**src/design/tga_rle_pkg.sv**
```systemverilog
// ----------------------------------------------------------------------------
// TGA RLE pixel decoder package
// Shared types and codes for the configuration block, the decode stage and
// the top level.
// ----------------------------------------------------------------------------
package tga_rle_pkg;

    // Configuration register indexes.
    typedef enum logic [1:0] {
        CFG_PIXEL_MODE   = 2'd0,
        CFG_RLE_ENABLE   = 2'd1,
        CFG_IMAGE_WIDTH  = 2'd2,
        CFG_IMAGE_HEIGHT = 2'd3
    } cfg_index_t;

    // Pixel formats; the fourth code is handled like BGRA.
    typedef enum logic [1:0] {
        MODE_GRAY  = 2'd0,
        MODE_BGR   = 2'd1,
        MODE_BGRA  = 2'd2,
        MODE_OTHER = 2'd3
    } pixel_mode_t;

    typedef enum logic [1:0] {
        ERR_NONE      = 2'd0,
        ERR_EARLY_END = 2'd1,
        ERR_OVERRUN   = 2'd2
    } err_code_t;

    localparam int unsigned HDR_REPEAT_BIT = 7;
    localparam int unsigned HDR_COUNT_W    = 7;
    localparam int unsigned DIM_W          = 16;
    localparam int unsigned TOTAL_W        = 2 * DIM_W;

    // Settings and image size handed from the register block to the decoder.
    typedef struct packed {
        pixel_mode_t          pixel_mode;
        logic                 rle_enable;
        logic                 load_total;   // width or height written this cycle
        logic [TOTAL_W-1:0]   new_total;    // product after that write
        logic [TOTAL_W-1:0]   total;        // stored product, used on re-arm
    } cfg_t;

    typedef struct packed {
        logic        valid;
        logic [31:0] pixel_value;
        logic [7:0]  repeat_count;
        err_code_t   error_code;
        logic        image_done;
    } result_t;

endpackage

```
**src/design/tga_rle_cfg.sv**
```systemverilog
// ----------------------------------------------------------------------------
// TGA RLE configuration registers
// Holds pixel mode, RLE enable and the image size, and keeps the pixel count
// of the image as a registered product.
// ----------------------------------------------------------------------------
module tga_rle_cfg
    import tga_rle_pkg::*;
(
    input  logic             clk,
    input  logic             rst_n,
    input  logic             cfg_wr_en,
    input  logic [1:0]       cfg_index,
    input  logic [DIM_W-1:0] cfg_data,
    output cfg_t             cfg
);

    pixel_mode_t        pixel_mode_reg, pixel_mode_next;
    logic               rle_enable_reg, rle_enable_next;
    logic [DIM_W-1:0]   width_reg, width_next;
    logic [DIM_W-1:0]   height_reg, height_next;
    logic [TOTAL_W-1:0] total_reg, total_next;
    logic               load_total;
    logic [TOTAL_W-1:0] product;

    always_comb
    begin
        pixel_mode_next = pixel_mode_reg;
        rle_enable_next = rle_enable_reg;
        width_next      = width_reg;
        height_next     = height_reg;
        load_total      = 1'b0;
        if (cfg_wr_en)
        begin
            unique case (cfg_index_t'(cfg_index))
                CFG_PIXEL_MODE:   pixel_mode_next = pixel_mode_t'(cfg_data[1:0]);
                CFG_RLE_ENABLE:   rle_enable_next = cfg_data[0];
                CFG_IMAGE_WIDTH:
                begin
                    width_next = cfg_data;
                    load_total = 1'b1;
                end
                CFG_IMAGE_HEIGHT:
                begin
                    height_next = cfg_data;
                    load_total  = 1'b1;
                end
            endcase
        end
        product    = TOTAL_W'(width_next) * TOTAL_W'(height_next);
        total_next = load_total ? product : total_reg;
    end

    always_ff @(posedge clk or negedge rst_n)
    begin
        if (!rst_n)
        begin
            pixel_mode_reg <= MODE_BGRA;
            rle_enable_reg <= 1'b0;
            width_reg      <= '0;
            height_reg     <= '0;
            total_reg      <= '0;
        end
        else
        begin
            pixel_mode_reg <= pixel_mode_next;
            rle_enable_reg <= rle_enable_next;
            width_reg      <= width_next;
            height_reg     <= height_next;
            total_reg      <= total_next;
        end
    end

    assign cfg.pixel_mode = pixel_mode_reg;
    assign cfg.rle_enable = rle_enable_reg;
    assign cfg.load_total = load_total;
    assign cfg.new_total  = product;
    assign cfg.total      = total_reg;

endmodule

```
**src/design/tga_rle_dec.sv**
```systemverilog
// ----------------------------------------------------------------------------
// TGA RLE decode stage
// Packet parsing, pixel assembly with BGR(A) to RGB(A) swap, pixel counting
// and error detection for one byte per step.
// ----------------------------------------------------------------------------
module tga_rle_dec
    import tga_rle_pkg::*;
(
    input  logic       clk,
    input  logic       rst_n,
    input  cfg_t       cfg,
    input  logic       step_en,
    input  logic [7:0] data_byte,
    input  logic       end_of_data,
    output result_t    res
);

    logic               expect_header_reg, expect_header_next;
    logic               packet_is_repeat_reg, packet_is_repeat_next;
    logic [7:0]         packet_left_reg, packet_left_next;
    logic [1:0]         byte_in_pixel_reg, byte_in_pixel_next;
    logic [23:0]        assembly_reg, assembly_next;
    logic [TOTAL_W-1:0] image_left_reg, image_left_next;
    logic               error_reg, error_next;

    logic [2:0]         pixel_size;
    logic               pixel_done;
    logic [31:0]        pixel;
    logic [23:0]        assembly_add;
    logic [7:0]         count;

    // Pixel size and the assembled RGB(A) value for the current byte.
    always_comb
    begin
        unique case (cfg.pixel_mode)
            MODE_GRAY:  pixel_size = 3'd1;
            MODE_BGR:   pixel_size = 3'd3;
            MODE_BGRA,
            MODE_OTHER: pixel_size = 3'd4;
        endcase
        pixel_done = ({1'b0, byte_in_pixel_reg} + 3'd1) >= pixel_size;
        unique case (cfg.pixel_mode)
            MODE_GRAY:  pixel = {24'd0, data_byte};
            MODE_BGR:   pixel = {8'd0, assembly_reg[7:0], assembly_reg[15:8], data_byte};
            MODE_BGRA,
            MODE_OTHER: pixel = {data_byte, assembly_reg[7:0], assembly_reg[15:8],
                                 assembly_reg[23:16]};
        endcase
        assembly_add = assembly_reg;
        unique case (byte_in_pixel_reg)
            2'd0: assembly_add[7:0]   = data_byte;
            2'd1: assembly_add[15:8]  = data_byte;
            2'd2: assembly_add[23:16] = data_byte;
            2'd3: assembly_add        = assembly_reg;
        endcase
        count = {1'b0, data_byte[HDR_COUNT_W-1:0]} + 8'd1;
    end

    always_comb
    begin
        expect_header_next    = expect_header_reg;
        packet_is_repeat_next = packet_is_repeat_reg;
        packet_left_next      = packet_left_reg;
        byte_in_pixel_next    = byte_in_pixel_reg;
        assembly_next         = assembly_reg;
        image_left_next       = image_left_reg;
        error_next            = error_reg;
        res                   = '0;
        res.error_code        = ERR_NONE;

        if (step_en && !error_reg)
        begin
            if (cfg.rle_enable && expect_header_reg)
            begin
                if (end_of_data)
                begin
                    res.valid      = 1'b1;
                    res.error_code = ERR_EARLY_END;
                    res.image_done = 1'b1;
                end
                else if ({{(TOTAL_W-8){1'b0}}, count} > image_left_reg)
                begin
                    res.valid      = 1'b1;
                    res.error_code = ERR_OVERRUN;
                    res.image_done = 1'b1;
                    error_next     = 1'b1;
                end
                else
                begin
                    packet_is_repeat_next = data_byte[HDR_REPEAT_BIT];
                    packet_left_next      = count;
                    image_left_next       = image_left_reg - {{(TOTAL_W-8){1'b0}}, count};
                    expect_header_next    = 1'b0;
                    byte_in_pixel_next    = 2'd0;
                    assembly_next         = '0;
                end
            end
            else if (!cfg.rle_enable && image_left_reg == '0)
            begin
                // Surplus raw bytes are dropped; the last one reports a status.
                if (end_of_data)
                begin
                    res.valid      = 1'b1;
                    res.image_done = 1'b1;
                end
            end
            else if (pixel_done)
            begin
                byte_in_pixel_next = 2'd0;
                assembly_next      = '0;
                res.valid          = 1'b1;
                if (cfg.rle_enable)
                begin
                    if (packet_is_repeat_reg || packet_left_reg <= 8'd1)
                    begin
                        res.repeat_count   = packet_is_repeat_reg ? packet_left_reg : 8'd1;
                        packet_left_next   = 8'd0;
                        expect_header_next = 1'b1;
                    end
                    else
                    begin
                        res.repeat_count = 8'd1;
                        packet_left_next = packet_left_reg - 8'd1;
                    end
                    if (end_of_data && !expect_header_next)
                    begin
                        res.repeat_count = 8'd0;
                        res.error_code   = ERR_EARLY_END;
                    end
                    else
                    begin
                        res.pixel_value = pixel;
                    end
                end
                else
                begin
                    image_left_next = image_left_reg - TOTAL_W'(1);
                    if (end_of_data && image_left_next != '0)
                    begin
                        res.error_code = ERR_EARLY_END;
                    end
                    else
                    begin
                        res.pixel_value  = pixel;
                        res.repeat_count = 8'd1;
                    end
                end
                res.image_done = end_of_data;
            end
            else
            begin
                byte_in_pixel_next = byte_in_pixel_reg + 2'd1;
                assembly_next      = assembly_add;
                if (end_of_data)
                begin
                    res.valid      = 1'b1;
                    res.error_code = ERR_EARLY_END;
                    res.image_done = 1'b1;
                end
            end
        end

        // The last byte of an image re-arms for the next one.
        if (step_en && end_of_data)
        begin
            expect_header_next    = 1'b1;
            packet_is_repeat_next = 1'b0;
            packet_left_next      = 8'd0;
            byte_in_pixel_next    = 2'd0;
            assembly_next         = '0;
            error_next            = 1'b0;
            image_left_next       = cfg.total;
        end
        if (cfg.load_total)
        begin
            image_left_next = cfg.new_total;
        end
    end

    always_ff @(posedge clk or negedge rst_n)
    begin
        if (!rst_n)
        begin
            expect_header_reg    <= 1'b1;
            packet_is_repeat_reg <= 1'b0;
            packet_left_reg      <= '0;
            byte_in_pixel_reg    <= '0;
            assembly_reg         <= '0;
            image_left_reg       <= '0;
            error_reg            <= 1'b0;
        end
        else
        begin
            expect_header_reg    <= expect_header_next;
            packet_is_repeat_reg <= packet_is_repeat_next;
            packet_left_reg      <= packet_left_next;
            byte_in_pixel_reg    <= byte_in_pixel_next;
            assembly_reg         <= assembly_next;
            image_left_reg       <= image_left_next;
            error_reg            <= error_next;
        end
    end

endmodule

```
**src/design/tga_rle_pixel_decoder_core.sv**
```systemverilog
// ----------------------------------------------------------------------------
// TGA RLE pixel decoder core
// Decodes the pixel-data bytes of a TGA image into RGB(A) pixels with repeat
// counts, reporting early ends and packet overruns.
//
// Channel   Dir  Beat contents
// s_axis    in   tdata[7:0] data_byte, tlast end_of_data
// m_axis    out  tdata[31:0] pixel_value, tdata[39:32] repeat_count,
//                tuser[1:0] error_code, tlast image_done
// cfg       in   cfg_index selects the register, cfg_data[15:0] the value
//
// One byte is accepted every cycle while m_axis does not stall; a result
// reaches m_axis after its byte has passed through the input register and the
// result register. The decode stage between them works on one byte per step.
// Reset clears all decode state and restores pixel mode BGRA, raw data and
// an image size of zero. A stall on m_axis holds the result register and
// then the input register; s_tready falls only when both are full.
// ----------------------------------------------------------------------------
module tga_rle_pixel_decoder_core
    import tga_rle_pkg::*;
(
    input  logic             clk,
    input  logic             rst_n,
    input  logic             s_tvalid,
    output logic             s_tready,
    input  logic [7:0]       s_tdata,    // [7:0] data_byte
    input  logic             s_tlast,    // end_of_data
    output logic             m_tvalid,
    input  logic             m_tready,
    output logic [39:0]      m_tdata,    // [31:0] pixel_value, [39:32] repeat_count
    output logic [1:0]       m_tuser,    // [1:0] error_code
    output logic             m_tlast,    // image_done
    input  logic             cfg_wr_en,
    input  logic [1:0]       cfg_index,
    input  logic [DIM_W-1:0] cfg_data
);

    cfg_t        cfg;
    result_t     res;

    logic        in_valid_reg, in_valid_next;
    logic [7:0]  in_byte_reg;
    logic        in_last_reg;
    logic        out_valid_reg, out_valid_next;
    logic [39:0] out_data_reg;
    err_code_t   out_err_reg;
    logic        out_done_reg;
    logic        s_take;
    logic        advance;

    tga_rle_cfg u_cfg (
        .clk       (clk),
        .rst_n     (rst_n),
        .cfg_wr_en (cfg_wr_en),
        .cfg_index (cfg_index),
        .cfg_data  (cfg_data),
        .cfg       (cfg)
    );

    tga_rle_dec u_dec (
        .clk         (clk),
        .rst_n       (rst_n),
        .cfg         (cfg),
        .step_en     (advance),
        .data_byte   (in_byte_reg),
        .end_of_data (in_last_reg),
        .res         (res)
    );

    // The held byte moves on whenever the result register is free or drains.
    assign advance  = in_valid_reg && (!out_valid_reg || m_tready);
    assign s_tready = !in_valid_reg || advance;
    assign s_take   = s_tvalid && s_tready;

    always_comb
    begin
        in_valid_next = in_valid_reg;
        if (s_take)
        begin
            in_valid_next = 1'b1;
        end
        else if (advance)
        begin
            in_valid_next = 1'b0;
        end

        out_valid_next = out_valid_reg;
        if (advance)
        begin
            out_valid_next = res.valid;
        end
        else if (m_tready)
        begin
            out_valid_next = 1'b0;
        end
    end

    always_ff @(posedge clk or negedge rst_n)
    begin
        if (!rst_n)
        begin
            in_valid_reg  <= 1'b0;
            out_valid_reg <= 1'b0;
        end
        else
        begin
            in_valid_reg  <= in_valid_next;
            out_valid_reg <= out_valid_next;
        end
    end

    always_ff @(posedge clk)
    begin
        if (s_take)
        begin
            in_byte_reg <= s_tdata;
            in_last_reg <= s_tlast;
        end
        if (advance && res.valid)
        begin
            out_data_reg <= {res.repeat_count, res.pixel_value};
            out_err_reg  <= res.error_code;
            out_done_reg <= res.image_done;
        end
    end

    assign m_tvalid = out_valid_reg;
    assign m_tdata  = out_data_reg;
    assign m_tuser  = out_err_reg;
    assign m_tlast  = out_done_reg;

    // Every error beat closes the image and carries no pixel.
    a_error_closes_image: assert property (@(posedge clk) disable iff (!rst_n)
        m_tvalid && (m_tuser == ERR_EARLY_END || m_tuser == ERR_OVERRUN) |-> m_tlast)
        else $error("error beat without image_done");

    a_error_no_pixel: assert property (@(posedge clk) disable iff (!rst_n)
        m_tvalid && m_tuser != ERR_NONE |-> m_tdata == 40'd0)
        else $error("error beat carries pixel data");

    // A held byte that cannot advance must stay in the input register.
    a_input_held: assert property (@(posedge clk) disable iff (!rst_n)
        in_valid_reg && !advance |=> in_valid_reg && $stable(in_byte_reg)
                                     && $stable(in_last_reg))
        else $error("input register lost a stalled byte");

    // A pixel beat always has a repeat count between 1 and 128.
    a_repeat_range: assert property (@(posedge clk) disable iff (!rst_n)
        m_tvalid && m_tuser == ERR_NONE && m_tdata[39:32] != 8'd0
        |-> m_tdata[39:32] <= 8'd128)
        else $error("repeat count out of range");

endmodule

```
**config.mk**
```make
export PLATFORM = sky130hd
export DESIGN_NAME = tga_rle_pixel_decoder_core
export DESIGN_NICKNAME = d
export VERILOG_FILES = /design/src/design/tga_rle_pkg.sv /design/src/design/tga_rle_cfg.sv /design/src/design/tga_rle_dec.sv /design/src/design/tga_rle_pixel_decoder_core.sv
export SDC_FILE = /design/constraint.sdc
export NUM_CORES = 1
export LEC_CHECK = 0
export ABC_CLOCK_PERIOD_IN_PS = 6900
export BUFFER_PORTS_ARGS = -buffer_cell sky130_fd_sc_hd__buf_2
export CAP_MARGIN = 20
export CORE_MARGIN = 4
export CORE_UTILIZATION = 40
export CTS_CLUSTER_SIZE = 28
export DETAILED_ROUTE_END_ITERATION = 16
export SYNTH_ARGS = -nofsm -noshare
export SYNTH_HDL_FRONTEND = slang
export SYNTH_HIERARCHICAL = 1
export SYNTH_SLANG_ARGS = --single-unit
```
**constraint.sdc**
```tcl
create_clock -name clk -period 6.9 [get_ports clk]
set_input_delay 1.035 -clock clk [delete_from_list [all_inputs] [get_ports clk]]
set_output_delay 1.035 -clock clk [all_outputs]
set_load 0.01 [all_outputs]
```
## Yosys cells after proc, flatten, opt, wreduce, memory -nomap -nowiden

Index checks and enable logic that the tools add are counted.

- Register bits: 190
- Output and inout bits: 45
- Logic and storage cells: 191
- Bits of input ports: 32

- Order comparisons: 3
- Add/sub/neg operators: 6
- Bitwise logic cells: 2
- Muxes and demuxes: 94
- Multipliers: 1
- Equality and inequality tests: 17
- Reductions and logical operators: 47

Operators by type and width:

| cell | number |
|---|---|
| 32-bit 2-to-1 mux | 10 |
| 24-bit 2-to-1 mux | 7 |
| 40-bit 2-to-1 mux | 3 |
| 8-bit 2-to-1 mux | 14 |
| 32-bit one-hot mux with 3 select lines | 1 |
| 42-bit 2-to-1 mux | 2 |
| 16-bit 2-to-1 mux | 4 |
| 44-bit 2-to-1 mux | 1 |
| 1-bit 2-to-1 mux | 38 |
| 8-bit by 32-bit greater-than comparator with 1-bit output | 1 |
| 32-bit logical NOT | 1 |
| 16-bit by 16-bit multiplier with 32-bit output | 1 |
| 32-bit nonzero test | 1 |
| 32-bit by 1-bit subtractor with 32-bit output (second input constant) | 1 |
| 32-bit by 8-bit subtractor with 32-bit output | 1 |
| 2-bit 2-to-1 mux | 8 |
| 4-bit nonzero test | 4 |
| 5-bit AND reduction | 3 |
| 3-bit 2-to-1 mux | 4 |
| 4-bit AND reduction | 3 |
| 6-bit AND reduction | 2 |
| 2-bit equality test (second input constant) | 5 |
| 10-bit 2-to-1 mux | 1 |
| 2-bit nonzero test | 5 |
| other kinds (24) | 49 |

## Logic depth before layout (Yosys ltp)

Gate-level depths: netlist of the first run.

- Word-level depth: 17
- Depth in mapped cells: 31
- Gate-level depth less buffers: 28

## By module

The synthesis of the first run kept the hierarchy.

By module, submodules not included:

| module | instances | sequential area each (sq um) | cells each | area each (sq um) |
|---|---|---|---|---|
| tga_rle_cfg | 1 | 1677.9 | 1228 | 11063.1 |
| tga_rle_dec | 1 | 1727.9 | 746 | 6308.6 |
| tga_rle_pixel_decoder_core | 1 | 1611.5 | 62 | 1672.9 |

## Worst setup path before layout of the first run

Ideal clock, no wire load.

- Path kind: input-to-reg
- Start point: input port cfg_index[1]
- End point: register u_dec.image_left_reg[17]
- Cell stages on the path: 24
- Data arrival time: 7.311 ns
- Buffers on the path: 2
- Library setup time: 0.126 ns
- Required time: 6.774 ns
- Setup slack: -0.537 ns
- Cell sequence: nand2_2 inv_1 nand2_2 buf_2 mux2i_1 buf_2 nor2_1 fa_1 inv_1 fa_1 fa_1 inv_1 fa_1 fa_1 fa_1 ha_1 a21oi_1 o21ai_2 o31ai_2 o211ai_1 xor2_1 and2_1 o31a_1 o32a_1

RTL lines:

| element | line | text |
|---|---|---|
| start: declaration | tga_rle_pixel_decoder_core.sv:34 | `input logic [1:0] cfg_index,` |
| end signal: assignment | tga_rle_dec.sv:199 | `image_left_reg <= image_left_next;` |
| end: declaration | tga_rle_dec.sv:23 | `logic [TOTAL_W-1:0] image_left_reg, image_left_next;` |

==> results of run 1 <==
## path summary, 6_finish.rpt
kind                                  startpoint                       end  slack [ns]
min reg2reg                u_dec/assembly_reg[6]     u_dec/assembly_reg[6]        0.48
min                        u_dec/assembly_reg[6]     u_dec/assembly_reg[6]        0.48
max                                 cfg_index[1]  u_dec/image_left_reg[29]       -0.02
max in group asynchronous                  rst_n       u_cfg/width_reg[13]        4.85
max reg2reg                  u_cfg/height_reg[6]  u_dec/image_left_reg[29]        0.88
min in group asynchronous                  rst_n       u_cfg/total_reg[28]        0.55
## timing repair
item                       CTS  global route
resized for setup           18           136
pin swaps                    1            35
cloned                       0             4
setup endpoints to repair   14            29
setup buffers                3            32
## through the flow
step	worst slack, ns	instances	instance area (um2)	hold WS (ns)	util
2_1_floorplan	0.00510	2036	19400	0.437	-
3_3_place_gp	-0.578	2841	21800	0.450	0.466
3_5_place_dp	-0.635	2841	21800	0.457	0.466
4_1_cts	0.000356	2876	22500	0.479	0.481
5_1_grt	-0.183	2912	23500	0.508	0.501
6_report	-0.0236	2912	23500	0.478	0.501
## final cells by class
cell class                 instances  area [um2]
fill                            4379       23400
multi-input combinational       1478       13300
tap                              607         759
inverter                         271        1050
timing repair buffer             334        2680
clock buffer                      17         425
clock inverter                    15         223
sequential                       190        5020
## kinds of logic after synthesis
family	Yosys count
mux	76
buf+inv	368
xor+xnor	54
simple gates	756
fa+ha+maj	319
compound gates	273
flops	190
## layer usage
metal | vias up | share of wire | wire length [um] | track usage
met5 | - | 0 | 0 | 0
met3 | 112 | 0.045 | 2590 | 0.0272
met4 | 0 | 0.033 | 1890 | 0.0829
li1 | 7293 | - | - | -
met1 | 7950 | 0.41 | 23700 | 0.280
met2 | 473 | 0.51 | 29500 | 0.393
## cells in the mapped netlist (5+ instances only)
cell type,n
nor3b_2,20
o21ai_0,73
nand4_1,22
fa_1,195
mux2_2,23
nor2_1,199
o211ai_1,7
nor3_2,11
nor2b_1,11
and3_1,20
or2_2,5
or3_1,11
nand2_1,300
nand3b_1,6
o21a_1,5
and2_1,13
inv_1,262
buf_2,21
a21oi_1,56
nand3_1,23
nor3_1,43
xnor2_1,36
dfrtp_1,136
o31ai_1,10
clkinv_1,9
o221ai_1,11
clkbuf_1,48
o21ai_1,5
o22ai_1,5
buf_6,10
a211oi_1,13
xor2_1,18
edfxtp_1,52
mux2i_1,44
mux2i_4,6
buf_4,11
a21o_1,7
nand2b_1,10
o31a_1,5
nor4_1,18
ha_1,124
nor4_4,6
a31oi_1,15
nor3b_1,7
## worst register-to-register path, stage by stage (launching register included)
cell	delay (ns)
dfrtp_1	0.40
mux2i_4	0.23
buf_12	0.17
nor2_1	0.07
fa_1	0.54
inv_1	0.06
fa_2	0.58
fa_2	0.44
fa_1	0.49
inv_1	0.06
fa_2	0.57
fa_1	0.45
ha_4	0.33
nand2_4	0.09
nor4_4	0.36
nand4_1	0.14
o211ai_1	0.11
buf_4	0.16
a21oi_4	0.06
xnor2_2	0.17
nand2_1	0.10
o31ai_2	0.08
mux2_4	0.26
==> out/metrics.cfg, run 1 <==
[floorplanning]
die-area_mm2=0.0512
initial_utilization=0.406
rows=79
pin_count=77
fp.dieH_um=226
die_x_um=226
core_area_mm2=0.0469

[cts]
cts_tree=done
htree_levels=4
clk_pin_slew_ns=0.08
cts-root-buf=clkbuf_16
clock_latency_ns=0.49
hold_buffers=0
clock_sinks=190
clockBufferDepth=2
cts_buffers=17

[worst_setup_path]
slowest_stage=fa_2
cp_num_buf_inv=9
start_kind=primary input
crit_required_ns=7.27
cpMostUsedCell=buf_12
worstPathArrival_ns=7.29
critPathTopFamily=adder cells
cp_max_fo=6
rr_worst_depth=22
critPathMaxStageDelay_ns=0.58
worst-path-stages=29
setup.worst_path.class=in -> reg
cp-end-kind=flip-flop

[finish]
largest_reg_flops=40
nNetsFinal=2643
drive_gt1_frac=0.269
area_growth_pct=23.2
n_antenna_cell=0
mostFrequentLayoutCells=284 x nand2_1, 240 x inv_1, 224 x buf_4, 186 x nor2_1, 186 x fa_1
layout_commonest_cell=nand2_1

[min_path]
hold_depth=2
hp-class=reg -> reg

[synthesis]
synth_top_family_by_area=adder cells
synthesis.area_mm2=0.0190
syn_area_per_cell_um2=9.35
synth-seq-cells=190
synth-simple-area-share=0.199
syn_nets=2387
yosysUniqueCellTypes=102
synth_flop_cell=dfrtp_1
ys_seq_area_frac=0.263
synthArstFlopShare=0.726
yosysWarnings=6
synthXorXnorAreaFrac=0.0248
synthAdderAreaFrac=0.286
synth_area_leaders=fa_1 20%, dfrtp_1 18%, edfxtp_1 8.2%, ha_1 8.1%, nand2_1 5.9%
synth_compound_area_frac=0.0993
synth_cells=2036
yosys.area.top_type_share=0.205
synth_edf_count=52
synth.mux.area_fraction=0.0461
synth_area_leader_cell=fa_1

[global_route]
antenna_found_initial=0
grt_max_degree=82
grt_usage=0.222
grt.overflow.total=0
grt_pass1_wl_mm=89.0
grt_pass1_vias=16269

[sta]
fmax_mhz=144
min_period_ns=6.92
slew_violations=0
worst_pin_slew_ns=1.05
fin_setup_tns_ns=-0.0601
max-slew-margin-rel=0.300
setup_viol=3
post-route-period-util=1.00
finClkSkew_ns=0.0147
timing.final.hold_violations=0
grt_setup_unrepaired=true
finalWorstSetupSlack_ns=-0.0236

[route]
drtPass1Iterations=5
drt_iter0_drc=1088
route.detailed.drc=0
ant_nets=0
wl_per_cell_um=19.8
num_vias=15828
routed_wl_mm=57.7
vias_per_cell=5.44

[outcome]
violations=negative setup slack
status=finished, violations left

[place]
portBuffers=76
hpwl_mm=45.2
gp_congestion=0.937

[run]
drv_cap=0

Power of run 1 is left out: the tool's default activity adds up to more than one toggle a clock period on the data nets, which glitch-free logic cannot reach.
==> inputs of run 2 (changes only) <==
- ABC_CLOCK_PERIOD_IN_PS: 6900 -> 5620
- clock period: 6.9 -> 5.62 ns (I/O delays scaled with it)
==> run 2 against run 1 <==
  * The run still ends with negative setup slack left
  * Cell count increased by 1.2%
  * Core utilization increased by 1.2 points
  * Clock skew increased by 0.0039 ns
==> out/metrics.cfg, run 2 (synthesis gave the netlist of run 1 again) <==
[route]
routed.top_layer=met4
met3_length_mm=2.21
route.detailed.drc=0
vias_per_cell=5.34
drt_iter0_drc=1049
wl_met1_mm=25.2
ant_nets=0
drtPass1Iterations=5
routed_wl_mm=57.4
num_vias=15730
met2_wirelength_mm=28.9
wl_per_cell_um=19.5

[sta]
grt_setup_unrepaired=true
finClkSkew_ns=0.0186
max-slew-margin-rel=0.324
timing.final.hold_violations=0
fmax_mhz=151
finalWorstSetupSlack_ns=-0.989
worst_pin_slew_ns=1.01
setup_viol=46
post-route-period-util=1.18
fin_setup_tns_ns=-31.43
min_period_ns=6.61
slew_violations=0

[finish]
area_growth_pct=26.1
largest_reg_flops=40
layout_commonest_cell=nand2_1
nNetsFinal=2679
mostFrequentLayoutCells=277 x nand2_1, 245 x buf_4, 230 x inv_1, 187 x fa_1, 182 x nor2_1
drive_gt1_frac=0.299
n_antenna_cell=0

[floorplanning]
die_x_um=226
core_area_mm2=0.0469
pin_count=77
fp.dieH_um=226
rows=79
die-area_mm2=0.0512
initial_utilization=0.406

[min_path]
hp-class=in -> async

[cts]
cts_buffers=17
clock_sinks=190
clock_latency_ns=0.47
htree_levels=4
cts-root-buf=clkbuf_16
clk_pin_slew_ns=0.09
clockBufferDepth=2
cts_tree=done

[worst_setup_path]
rr_worst_depth=21
r2r_slack_ns=-0.47
setup.worst_path.class=in -> reg
cp-end-kind=flip-flop
r2r_end=u_dec/image_left_reg[17]
rr_startpoint=u_cfg/height_reg[3]
slowest_stage=fa_2
critPathMaxStageDelay_ns=0.56
cp_max_fo=8
crit_required_ns=5.98
start_kind=primary input
worstPathArrival_ns=6.97
cpMostUsedCell=fa_1

[place]
portBuffers=76
place_ws_ns=-1.57
gp_congestion=0.932
hpwl_mm=44.8

[global_route]
grt.overflow.total=0
grt_pass1_vias=16232
grt_max_degree=92
grt_usage=0.226
grt_pass1_wl_mm=90.6
antenna_found_initial=0

[outcome]
status=finished, violations left
violations=negative setup slack

[run]
drv_cap=0

[run 2: metal layers]
layer  track usage  vias to the layer above
met4        0.0554                        0
met2         0.393                      417
met1         0.300                     7897
met5             0                        -
met3        0.0294                       68
li1              -                     7348
[run 2: worst max path at each step]
stage	from	endpoint	slack (ns)	depth (start not counted)
2_1_floorplan	cfg_index[1]	u_dec/image_left_reg[17]	-1.03	24
3_3_place_gp	cfg_index[1]	u_cfg/total_reg[21]	-1.54	28
3_5_place_dp	cfg_wr_en	u_cfg/total_reg[21]	-1.57	28
4_1_cts	cfg_wr_en	u_cfg/total_reg[23]	-0.91	28
5_1_grt	cfg_wr_en	u_dec/image_left_reg[17]	-1.14	26
6_report	cfg_wr_en	u_dec/image_left_reg[17]	-0.99	26
[run 2: final cells by class]
| cell class | instances | area (um2) |
|---|---|---|
| fillers | 4231 | 22800 |
| multi-input cells | 1478 | 13700 |
| flip-flops and latches | 190 | 5020 |
| repair buffers | 370 | 2920 |
| inverters | 271 | 1050 |
| well taps | 607 | 759 |
| clock buffers | 17 | 425 |
| clock inverters | 15 | 164 |
[run 2: per-stage QoR]
step	hold WS (ns)	cell area (um2)	utilization	std cells
global placement	0.450	22000	0.469	2853
finish	0.454	24000	0.513	2948
floorplan	0.437	19600	-	2036
global route	0.498	24000	0.513	2948
CTS	0.469	23600	0.503	2925
detailed placement	0.458	22000	0.469	2853
[run 2: repair_timing]
action | in CTS | in global routing
setup endpoints to repair | 48 | 48
pin swaps | 69 | 48
hold buffers | 0 | 0
buffers inserted | 42 | 23
hold endpoints to repair | 0 | 0
gates resized for setup | 153 | 63
[run 2: critical path: cells and delay by family]
family | cells | cell delay (ns)
AO/OA/AOI/OAI | 6 | 1.17
XOR/XNOR | 1 | 0.15
adder cells (fa/ha/maj) | 7 | 3.25
buffers and inverters | 7 | 0.89
multiplexers | 1 | 0.29
AND/OR/NAND/NOR | 4 | 0.34
Power of run 2 is left out for the same reason.
